$ cat config.mk
export PLATFORM = sky130hd
export DESIGN_NAME = bounded_stack_with_extremes
export DESIGN_NICKNAME = d
export VERILOG_FILES = /design/src/hw/rtl/bstk_pkg.sv /design/src/hw/rtl/bounded_stack_with_extremes.sv
export VERILOG_INCLUDE_DIRS = /design/src /design/src/hw/rtl
export SDC_FILE = /design/constraint.sdc
export NUM_CORES = 2
export LEC_CHECK = 0
export BUFFER_PORTS_ARGS = -buffer_cell sky130_fd_sc_hd__buf_2
export CORE_MARGIN = 4
export CORE_UTILIZATION = 35
export CTS_BUF_LIST = sky130_fd_sc_hd__clkbuf_2
export DETAILED_ROUTE_END_ITERATION = 7
export PLACE_DENSITY = 0.53
export SETUP_SLACK_MARGIN = 0.05
export SLEW_MARGIN = 20
export SYNTH_ARGS = -nofsm -noshare
export SYNTH_HDL_FRONTEND = slang
export SYNTH_SLANG_ARGS = --single-unit
$ cat constraint.sdc
create_clock -name clk -period 8.3 [get_ports clk]
set_clock_uncertainty 0.05 [all_clocks]
set_input_delay 1.66 -clock clk [delete_from_list [all_inputs] [get_ports clk]]
set_output_delay 1.66 -clock clk [all_outputs]
set_load 0.02 [all_outputs]
$ cat src/hw/rtl/bounded_stack_with_extremes_macros.svh
// Assertion macros for the bounded stack block.
// Included inside module bodies that have clk and rst_n in scope.
`ifndef BOUNDED_STACK_WITH_EXTREMES_MACROS_SVH
`define BOUNDED_STACK_WITH_EXTREMES_MACROS_SVH

// Same-cycle implication, disabled while reset is low
`define BSTK_ASSERT_NOW(label, ante, cons, msg) \
  label: assert property (@(posedge clk) disable iff (!rst_n) (ante) |-> (cons)) \
    else $error(msg);

// Next-cycle implication, disabled while reset is low
`define BSTK_ASSERT_NEXT(label, ante, cons, msg) \
  label: assert property (@(posedge clk) disable iff (!rst_n) (ante) |=> (cons)) \
    else $error(msg);

`endif

$ cat src/hw/rtl/bstk_pkg.sv
// Shared constants for the bounded stack: field widths, action and status codes.
// No dependencies.
package bstk_pkg;

  localparam int WORD_W = 32;
  localparam int ACT_W  = 3;
  localparam int STAT_W = 2;

  typedef logic [ACT_W-1:0]  action_t;
  typedef logic [STAT_W-1:0] status_t;
  typedef logic [WORD_W-1:0] word_t;

  // Request actions (six and seven are unused and ignored)
  localparam action_t ACT_PUSH  = 3'd0;
  localparam action_t ACT_POP   = 3'd1;
  localparam action_t ACT_PEEK  = 3'd2;
  localparam action_t ACT_CLEAR = 3'd3;
  localparam action_t ACT_MAX   = 3'd4;
  localparam action_t ACT_MIN   = 3'd5;

  // Result status codes
  localparam status_t ST_OK      = 2'd0;
  localparam status_t ST_EMPTY   = 2'd1;
  localparam status_t ST_FULL    = 2'd2;
  localparam status_t ST_BADPEEK = 2'd3;

endpackage

$ cat src/hw/rtl/bounded_stack_with_extremes.sv
// LIFO stack of signed 32-bit words, DEPTH entries, with peek and max/min scan.
// Depends on bstk_pkg and bounded_stack_with_extremes_macros.svh.
//
// Each request gives exactly one result. Push, pop, clear, the unused actions and
// every refused request produce their result in the output register in the cycle
// after acceptance. A peek in range first reads the memory, then loads the word
// into the output register. Maximum and minimum on a nonempty stack scan the
// entries: the words sit in a single-port-read synchronous memory and the scan reads
// one entry per cycle. The input is stalled while a peek or scan is in progress and
// while a finished result is held by a stalled output. The memory needs no clearing
// after reset; the block accepts requests at once.
module bounded_stack_with_extremes #(
  parameter int  DEPTH = 64,
  localparam int CNT_W = $clog2(DEPTH + 1)
) (
  input  logic                   clk,
  input  logic                   rst_n,
  // request channel
  input  logic                   in_valid,
  output logic                   in_stall,
  input  bstk_pkg::action_t      in_action,
  input  logic signed [bstk_pkg::WORD_W-1:0] in_operand,
  // result channel
  output logic                   out_valid,
  input  logic                   out_stall,
  output logic signed [bstk_pkg::WORD_W-1:0] out_data,
  output bstk_pkg::status_t      out_status,
  output logic [CNT_W-1:0]       out_count,
  output logic                   out_is_empty,
  output logic                   out_is_full
);
  import bstk_pkg::*;

  localparam int AW = (DEPTH > 1) ? $clog2(DEPTH) : 1;
  localparam logic [CNT_W-1:0] FULL_CNT = CNT_W'(DEPTH);

  typedef enum logic [1:0] {S_IDLE, S_PEEK, S_SCAN, S_DONE} state_t;

  // Controller state
  state_t           state_r, state_nxt;
  logic [CNT_W-1:0] count_r, count_nxt;
  logic [CNT_W-1:0] rd_idx_r, rd_idx_nxt;
  logic             first_r, first_nxt;
  logic             want_max_r, want_max_nxt;
  word_t            best_r, best_nxt;

  // Output register
  logic             out_valid_r, out_valid_nxt;
  word_t            out_data_r, out_data_nxt;
  status_t          out_status_r, out_status_nxt;
  logic [CNT_W-1:0] out_count_r, out_count_nxt;
  logic             out_empty_r, out_empty_nxt;
  logic             out_full_r, out_full_nxt;

  // Memory ports
  word_t            mem [DEPTH];
  word_t            rdata_r;
  logic             rd_en;
  logic [AW-1:0]    rd_addr;
  logic             wr_en;

  logic             in_acc;
  logic             out_free;
  logic [CNT_W-1:0] peek_idx;
  logic             peek_bad;
  logic             better;

  assign out_free = !out_valid_r || !out_stall;
  assign in_stall = (state_r != S_IDLE) || !out_free;
  assign in_acc   = in_valid && !in_stall;

  // Peek offset check: negative or not below the count fails
  assign peek_bad = (count_r == '0) || in_operand[WORD_W-1] ||
                    ({{(WORD_W-CNT_W){1'b0}}, count_r} <= $unsigned(in_operand));
  assign peek_idx = count_r - CNT_W'(1) - in_operand[CNT_W-1:0];

  // Scan compare against the running extreme
  assign better = want_max_r ? ($signed(rdata_r) > $signed(best_r))
                             : ($signed(rdata_r) < $signed(best_r));

  // Storage: one write port, one registered read port. A push writes in the
  // accept cycle; any read of that entry is issued later, so no forwarding.
  always_ff @(posedge clk) begin
    if (wr_en) begin
      mem[count_r[AW-1:0]] <= in_operand;
    end
    if (rd_en) begin
      rdata_r <= mem[rd_addr];
    end
  end

  // Next-state logic
  always_comb begin
    logic    emit;
    word_t   res_data;
    status_t res_status;

    emit         = 1'b0;
    res_data     = '0;
    res_status   = ST_OK;
    state_nxt    = state_r;
    count_nxt    = count_r;
    rd_idx_nxt   = rd_idx_r;
    first_nxt    = first_r;
    want_max_nxt = want_max_r;
    best_nxt     = best_r;
    rd_en        = 1'b0;
    rd_addr      = '0;
    wr_en        = 1'b0;

    out_valid_nxt  = out_valid_r && out_stall;
    out_data_nxt   = out_data_r;
    out_status_nxt = out_status_r;
    out_count_nxt  = out_count_r;
    out_empty_nxt  = out_empty_r;
    out_full_nxt   = out_full_r;

    case (state_r)
      S_IDLE: begin
        if (in_acc) begin
          emit = 1'b1;
          case (in_action)
            ACT_PUSH: begin
              if (count_r == FULL_CNT) begin
                res_status = ST_FULL;
              end else begin
                wr_en     = 1'b1;
                count_nxt = count_r + CNT_W'(1);
              end
            end
            ACT_POP: begin
              if (count_r == '0) begin
                res_status = ST_EMPTY;
              end else begin
                count_nxt = count_r - CNT_W'(1);
              end
            end
            ACT_PEEK: begin
              if (peek_bad) begin
                res_status = ST_BADPEEK;
              end else begin
                emit      = 1'b0;
                rd_en     = 1'b1;
                rd_addr   = peek_idx[AW-1:0];
                state_nxt = S_PEEK;
              end
            end
            ACT_CLEAR: begin
              count_nxt = '0;
            end
            ACT_MAX, ACT_MIN: begin
              if (count_r == '0) begin
                res_status = ST_EMPTY;
              end else begin
                emit         = 1'b0;
                rd_en        = 1'b1;
                rd_addr      = '0;
                rd_idx_nxt   = CNT_W'(1);
                first_nxt    = 1'b1;
                want_max_nxt = (in_action == ACT_MAX);
                state_nxt    = S_SCAN;
              end
            end
            default: ;
          endcase
        end
      end
      S_PEEK: begin
        // read data is held until the next read, so waiting is safe
        if (out_free) begin
          emit      = 1'b1;
          res_data  = rdata_r;
          state_nxt = S_IDLE;
        end
      end
      S_SCAN: begin
        best_nxt  = (first_r || better) ? rdata_r : best_r;
        first_nxt = 1'b0;
        if (rd_idx_r != count_r) begin
          rd_en      = 1'b1;
          rd_addr    = rd_idx_r[AW-1:0];
          rd_idx_nxt = rd_idx_r + CNT_W'(1);
        end else begin
          state_nxt = S_DONE;
        end
      end
      S_DONE: begin
        if (out_free) begin
          emit      = 1'b1;
          res_data  = best_r;
          state_nxt = S_IDLE;
        end
      end
      default: begin
        state_nxt = S_IDLE;
      end
    endcase

    // Load the output register with the finished result
    if (emit) begin
      out_valid_nxt  = 1'b1;
      out_data_nxt   = res_data;
      out_status_nxt = res_status;
      out_count_nxt  = count_nxt;
      out_empty_nxt  = (count_nxt == '0);
      out_full_nxt   = (count_nxt == FULL_CNT);
    end
  end

  // State and registered outputs
  always_ff @(posedge clk) begin
    if (!rst_n) begin
      state_r     <= S_IDLE;
      count_r     <= '0;
      out_valid_r <= 1'b0;
    end else begin
      state_r     <= state_nxt;
      count_r     <= count_nxt;
      out_valid_r <= out_valid_nxt;
    end
    rd_idx_r     <= rd_idx_nxt;
    first_r      <= first_nxt;
    want_max_r   <= want_max_nxt;
    best_r       <= best_nxt;
    out_data_r   <= out_data_nxt;
    out_status_r <= out_status_nxt;
    out_count_r  <= out_count_nxt;
    out_empty_r  <= out_empty_nxt;
    out_full_r   <= out_full_nxt;
  end

  assign out_valid    = out_valid_r;
  assign out_data     = $signed(out_data_r);
  assign out_status   = out_status_r;
  assign out_count    = out_count_r;
  assign out_is_empty = out_empty_r;
  assign out_is_full  = out_full_r;

  // Checks
  `include "bounded_stack_with_extremes_macros.svh"

  `BSTK_ASSERT_NOW(a_count_bound, 1'b1, count_r <= FULL_CNT, "entry count above capacity")
  `BSTK_ASSERT_NOW(a_full_flag, out_valid_r && (out_status_r == ST_FULL), out_full_r,
    "full status without full flag")
  `BSTK_ASSERT_NOW(a_empty_data, out_valid_r && (out_status_r == ST_EMPTY), out_data_r == '0,
    "empty status with nonzero data")
  `BSTK_ASSERT_NEXT(a_push_count,
    in_acc && (in_action == ACT_PUSH) && (count_r != FULL_CNT),
    count_r == $past(count_r) + CNT_W'(1), "push did not advance the count")

endmodule
Word level (Yosys, flattened, before mapping):

Memory sizes are Yosys's and may differ from the RTL's. A register that Yosys moved wholly into a read port is not among the register bits.
Index checks and enable logic that the tools add are counted.
W data, S select, Z words.

* register bits: 94
* latch bits: 0
* bits in writable memories: 2048
* memory bits (read-only): 0
* input bits: 39
* output and inout bits: 45
* memories kept: 1

Memory list
* mem: depth 64, width 32, read ports 1, clocked after memory_dff 1, wr ports 1, RTL line bounded_stack_with_extremes.sv:56 `word_t mem [DEPTH];`

* add/subtract/negate cells: 4
* multipliers: 0
* div/mod/pow operators: 0
* order comparisons: 3
* equal/unequal tests: 20
* shift-type cells: 0
* multiplexer cells: 53
* bitwise logic cells: 1
* reduce and logical (&&, ||, !) cells: 26

Operators by type and width (count)
* $mux W32: 2
* $pmux W32 S2: 1
* $mux W7: 8
* $gt A32 B32 Y1: 1
* $le A7 B32 Y1: 1
* $lt A32 B32 Y1: 1
* $mux W6: 4
* $pmux W7 S3: 1
* $mux W1: 20
* $add A7 B1 Y7 const B: 2
* $eq A7 B7 Y1 const B: 2
* $logic_not A7 Y1: 2
* $mux W2: 7
* $pmux W7 S2: 1
* $pmux W2 S3: 2
* $pmux W6 S2: 1
* $pmux W1 S2: 5
* $ne A2 B2 Y1 const B: 4
* $reduce_and A4 Y1: 2
* $ne A7 B7 Y1: 1
* $sub A7 B1 Y7 const B: 1
* $eq A3 B2 Y1 const B: 2
* $eq A3 B3 Y1 const B: 2
* $ne A3 B3 Y1 const B: 2
* other kinds (19): 32

Longest topological paths before layout:

* depth after elaboration: 10
* gate-level depth with buffers: 18

Worst setup path after synthesis:

Ideal clock, no wire load.

* kind: input to register
* from: in in_operand[5] in the netlist's numbering
* to: reg out_count_r[0] (netlist: out_count[0]), enable pin
* arrival time: 6.221 ns
* data required time: 7.745 ns
* path slack: 1.523 ns
* stages: 10
* cell sequence: inv_1 -> ha_1 -> a211oi_1 -> o32ai_1 -> or2_2 -> buf_4 -> and3_1 -> nand3_1 -> o21ai_0 -> o21ai_0

* word-level cells in the longest chain between the ends: 6

RTL lines
* start, declared: RTL line bounded_stack_with_extremes.sv:22 `input logic signed [bstk_pkg::WORD_W-1:0] in_operand,`
* $le A7 B32 Y1: RTL line bounded_stack_with_extremes.sv:74 `({{(WORD_W-CNT_W){1'b0}}, count_r} <= $unsigned(in_operand));`
* $logic_or A1 B1 Y1: RTL line bounded_stack_with_extremes.sv:73 `assign peek_bad = (count_r == '0) || in_operand[WORD_W-1] ||`
* $mux W1: RTL line bounded_stack_with_extremes.sv:139 `if (peek_bad) begin`
* $pmux W1 S2: RTL line bounded_stack_with_extremes.sv:122 `case (in_action)`
* $mux W1: RTL line bounded_stack_with_extremes.sv:120 `if (in_acc) begin`
* $pmux W1 S2: RTL line bounded_stack_with_extremes.sv:118 `case (state_r)`
* end signal, assigned: RTL line bounded_stack_with_extremes.sv:227 `out_count_r <= out_count_nxt;`
* end, declared: RTL line bounded_stack_with_extremes.sv:51 `logic [CNT_W-1:0] out_count_r, out_count_nxt;`

No other way between the ends.
A chain may end at the register's enable or synchronous reset.

Final worst setup path:

* from: reg count_r[1]
* to: reg rdata_r[17] (read register of mem) (data pin)

* word-level cells in the longest chain between the ends: 7
* elaborated cells on any way between the ends: 18
* classes of those cells: 2 x add/sub; 1 x order compare; 1 x eq/ne; 11 x mux; 3 x reduce/logical

RTL lines
* start, declared: RTL line bounded_stack_with_extremes.sv:41 `logic [CNT_W-1:0] count_r, count_nxt;`
* start signal, assigned: RTL line bounded_stack_with_extremes.sv:218 `count_r <= count_nxt;`
* branches (longest 7 deep; another with $sub A7 B1 Y7)
* end, declared: RTL line bounded_stack_with_extremes.sv:57 `word_t rdata_r;`

Several ways; the timed one is not identified.

==> impl_metrics.prom <==
# TYPE chip_impl_metric gauge
chip_impl_metric{name="wirelength",unit="um"} 303000
chip_impl_metric{name="htreeDepth",unit=""} 6
chip_impl_metric{name="final.setup.tns",unit="ns"} 0
chip_impl_metric{name="async_flop_share",unit=""} 0
chip_impl_metric{name="cts.clk_slew.worst_paths",unit="ns"} 0.09
chip_impl_metric{name="globalRouteOverflowTotal",unit=""} 0
chip_impl_metric{name="yosys_warnings",unit=""} 0
chip_impl_metric{name="syn_area_per_cell",unit="sq um"} 13.9
chip_impl_info{name="worstHoldPathType",value="in -> reg"} 1
chip_impl_metric{name="area_growth",unit="%"} 11.6
chip_impl_info{name="netlist.top_cell.by_area",value="edfxtp_1"} 1
chip_impl_metric{name="cts_made_buffers",unit=""} 588
chip_impl_metric{name="globalRouteTotalUtil",unit=""} 0.228
chip_impl_metric{name="grt_max_degree",unit=""} 139
chip_impl_metric{name="die_h",unit="um"} 509
chip_impl_metric{name="postCtsSetupRepairBufs",unit=""} 0
chip_impl_metric{name="drc_violation_count_after_routing",unit=""} 0
chip_impl_metric{name="final_max_slew_viol_count",unit=""} 0
chip_impl_metric{name="initial_standard_cell_utilization_of_the_core",unit=""} 0.352
chip_impl_metric{name="leakage",unit="nW"} 33.4
chip_impl_info{name="setup_repair_after_global_routing_missed_its_margin",value="no"} 1
chip_impl_metric{name="std_cell_rows",unit=""} 183
chip_impl_metric{name="dp_worst_setup_slack",unit="ns"} 0.679
chip_impl_metric{name="placement.io_buffers",unit=""} 83
chip_impl_metric{name="synth_enable_flop_cells",unit=""} 2164
chip_impl_metric{name="yosysTopAreaCellShare",unit=""} 0.739
chip_impl_metric{name="cp_max_fanout",unit=""} 90
chip_impl_metric{name="fin_ws",unit="ns"} 2.21
chip_impl_metric{name="postCtsResizedCells",unit=""} 0
chip_impl_info{name="netlist_top_cells_count",value="edfxtp_1, nand2_1, nand3_1"} 1
chip_impl_metric{name="synth-seq-area-share",unit=""} 0.742
chip_impl_metric{name="drive_gt1_frac",unit=""} 0.187
chip_impl_info{name="critPathCaptureType",value="register"} 1
chip_impl_metric{name="clock.fmax",unit="MHz"} 164
chip_impl_info{name="ctsRootBufferMaster",value="clkbuf_2"} 1
chip_impl_metric{name="worst_slew_pin_tran",unit="ns"} 1.25
chip_impl_metric{name="cts_buffer_depth",unit=""} 4
chip_impl_metric{name="detailed_route_wire_length_per_cell",unit="um"} 28.8
chip_impl_metric{name="timing.max_cap.violations",unit=""} 0
chip_impl_metric{name="die_area",unit="sq um"} 259000
chip_impl_metric{name="max-slew-margin-rel",unit=""} 0.154
chip_impl_info{name="critPathLaunchType",value="register"} 1
chip_impl_metric{name="post_synth_num_cell_types",unit=""} 72
chip_impl_metric{name="cp.arrival",unit="ns"} 7.76
chip_impl_metric{name="layout_min_cycle_time",unit="ns"} 6.09
chip_impl_metric{name="netlist_area",unit="sq um"} 87900
chip_impl_metric{name="detail_route.vias_per_cell",unit=""} 5.62
chip_impl_metric{name="firstDrtPassIters",unit=""} 6
chip_impl_metric{name="r2r_slack",unit="ns"} 2.21
chip_impl_metric{name="gpl.final_weighted_congestion",unit=""} 0.873
chip_impl_metric{name="peakVddDrop",unit="uV"} 143
chip_impl_metric{name="grt_first_pass_wirelength",unit="um"} 425000
chip_impl_metric{name="io_pins",unit=""} 84
chip_impl_metric{name="power_per_cell_area",unit="nW/um^2"} 200
chip_impl_metric{name="grt_antenna_before_repair",unit=""} 23
chip_impl_metric{name="final_nets",unit=""} 6889
chip_impl_metric{name="coreArea",unit="sq um"} 249000
chip_impl_metric{name="finalHoldViolCount",unit=""} 0
chip_impl_metric{name="worst_skew_pair.late_latency",unit="ns"} 1.86
chip_impl_metric{name="synth_nets",unit=""} 6414
chip_impl_info{name="synthMostInstantiatedCell",value="edfxtp_1"} 1
chip_impl_metric{name="vias",unit=""} 58900
chip_impl_metric{name="initial_drc_count",unit=""} 7754
chip_impl_info{name="yosys-top-cells-area",value="edfxtp_1, nand2_1, nand3_1"} 1
chip_impl_metric{name="dpl.hpwl",unit="um"} 175000
chip_impl_metric{name="layout_worst_path_cycle_share",unit=""} 0.734
chip_impl_metric{name="tritoncts_num_sinks",unit=""} 2174
chip_impl_info{name="synthFlopType",value="edfxtp_1"} 1
chip_impl_info{name="tritoncts",value="done"} 1
chip_impl_metric{name="ys_ff_latch",unit=""} 2174
chip_impl_info{name="outcome",value="complete, no violations"} 1
chip_impl_info{name="crit_type",value="reg -> reg"} 1
chip_impl_metric{name="report.final.setup_viol",unit=""} 0
chip_impl_metric{name="worstPathRequired",unit="ns"} 9.97
chip_impl_metric{name="die_x",unit="um"} 509
chip_impl_metric{name="via_count_of_the_first_global_routing_pass",unit=""} 56200
chip_impl_metric{name="synthesis.instances",unit=""} 6327
chip_impl_metric{name="route.antenna.remaining_nets",unit=""} 0
[metrics by stage]
stage          hold WS [ns]  instance area (sq um)   util  total power [mW]  std cells
2_1_floorplan         0.399                  87900      -              12.4       6327
3_3_place_gp          0.518                  93100  0.373              12.7       9526
3_5_place_dp          0.518                  93200  0.374              12.7       9532
4_1_cts             0.00513                  98000  0.393              19.8      10500
5_1_grt              0.0367                  98000  0.393              20.4      10500
6_report              0.213                  98100  0.393              19.6      10500
[worst max-delay path, cell delays in order (launching register included)]
cell	delay [ns]
dfxtp_1	0.32
buf_4	0.19
inv_1	0.12
ha_1	0.40
inv_1	0.11
fa_1	0.41
xor2_1	0.47
nand4_4	0.49
nand2_8	0.63
buf_12	0.42
a211oi_1	0.09
o311ai_1	0.58
a222oi_1	0.37
a311oi_1	0.90
a211o_1	0.20
[flip-flops by register name (all words and copies together) (netlist names), 2 cells and up]
signal and flops:
mem 2048, best_r 32, out_data 32, rdata_r 32, count_r 7, out_count 7
rd_idx_r 7, out_status 2, state_r 2
[cell families (layout without fill, tap and decap cells)]
| kind of cell | count (synthesis) | after routing | synth area share |
|---|---|---|---|
| and+or+nand+nor | 2359 | 2359 | 0.120 |
| buffers and inverters | 507 | 1331 | 0.0260 |
| DFF | 2174 | 2174 | 0.742 |
| xor gates and xnor gates | 22 | 22 | 0.00219 |
| muxes | 130 | 130 | 0.0148 |
| adders and majority gates | 48 | 48 | 0.00692 |
| AOI/OAI and AO/OA | 1087 | 1087 | 0.0884 |
| other | 0 | 16 | 0 |
[final timing paths]
path | start | end | cells past startpoint
max | count_r[1]$_SDFF_PN0_ | rdata_r[17]$_DFFE_PP_ | 14
min | in_operand[14] | mem[16][14]$_DFFE_PP_ | 1
max reg2reg | count_r[1]$_SDFF_PN0_ | rdata_r[17]$_DFFE_PP_ | 14
min reg2reg | best_r[7]$_DFFE_PP_ | out_data[7]$_DFFE_PP_ | 2
[cell type report]
| type | count | area, sq um |
|---|---|---|
| antenna | 16 | 40.0 |
| clock buffer | 856 | 4280 |
| clock inverter | 83 | 408 |
| fill | 23600 | 151000 |
| inverter | 54 | 203 |
| multi-input combinational | 3646 | 21200 |
| sequential | 2174 | 65200 |
| tap | 3330 | 4170 |
| timing repair buffer | 338 | 2610 |
[repair_timing]
item	4_1_cts	5_1_grt
hold buffers	9	0
hold endpoints to repair	40	0
setup endpoints to repair	0	0
[per-layer routing]
metal / wire length [um] / up-vias / global-route usage / share of wire
met1: 124000 / 29900 / 0.314 / 0.41
met2: 142000 / 3115 / 0.360 / 0.47
met5: 16 / - / 0 / 0.000053
met4: 8700 / 2 / 0.0762 / 0.029
met3: 28100 / 433 / 0.0459 / 0.093
li1: - / 25500 / - / -
[power breakdown]
group          internal (mW)  switching [mW]
clock network           2.78            4.36
logic                 0.0507           0.334
registers               12.1         0.00515
total                   14.9            4.69
[layout by cell type, fill, tap and decap left out, drive strengths merged, types with 31 or more instances in the layout]
cell type,netlist,routed
o2111ai,32,32
nand2,1390,1390
o22ai,34,34
a31oi,223,223
o211ai,35,35
a311oi,32,32
inv,54,64
ha,47,47
clkbuf,195,856
edfxtp,2164,2164
clkinv,0,68
nand3,395,395
or4,32,32
a211o,33,33
a211oi,268,268
o21ai,82,82
a21o,41,41
a221oi,31,31
nor2,159,159
mux2i,130,130
and3,295,295
a2111oi,31,31
a32oi,36,36
buf,258,328
a21oi,129,129
(Power assumes the default switching activity.)
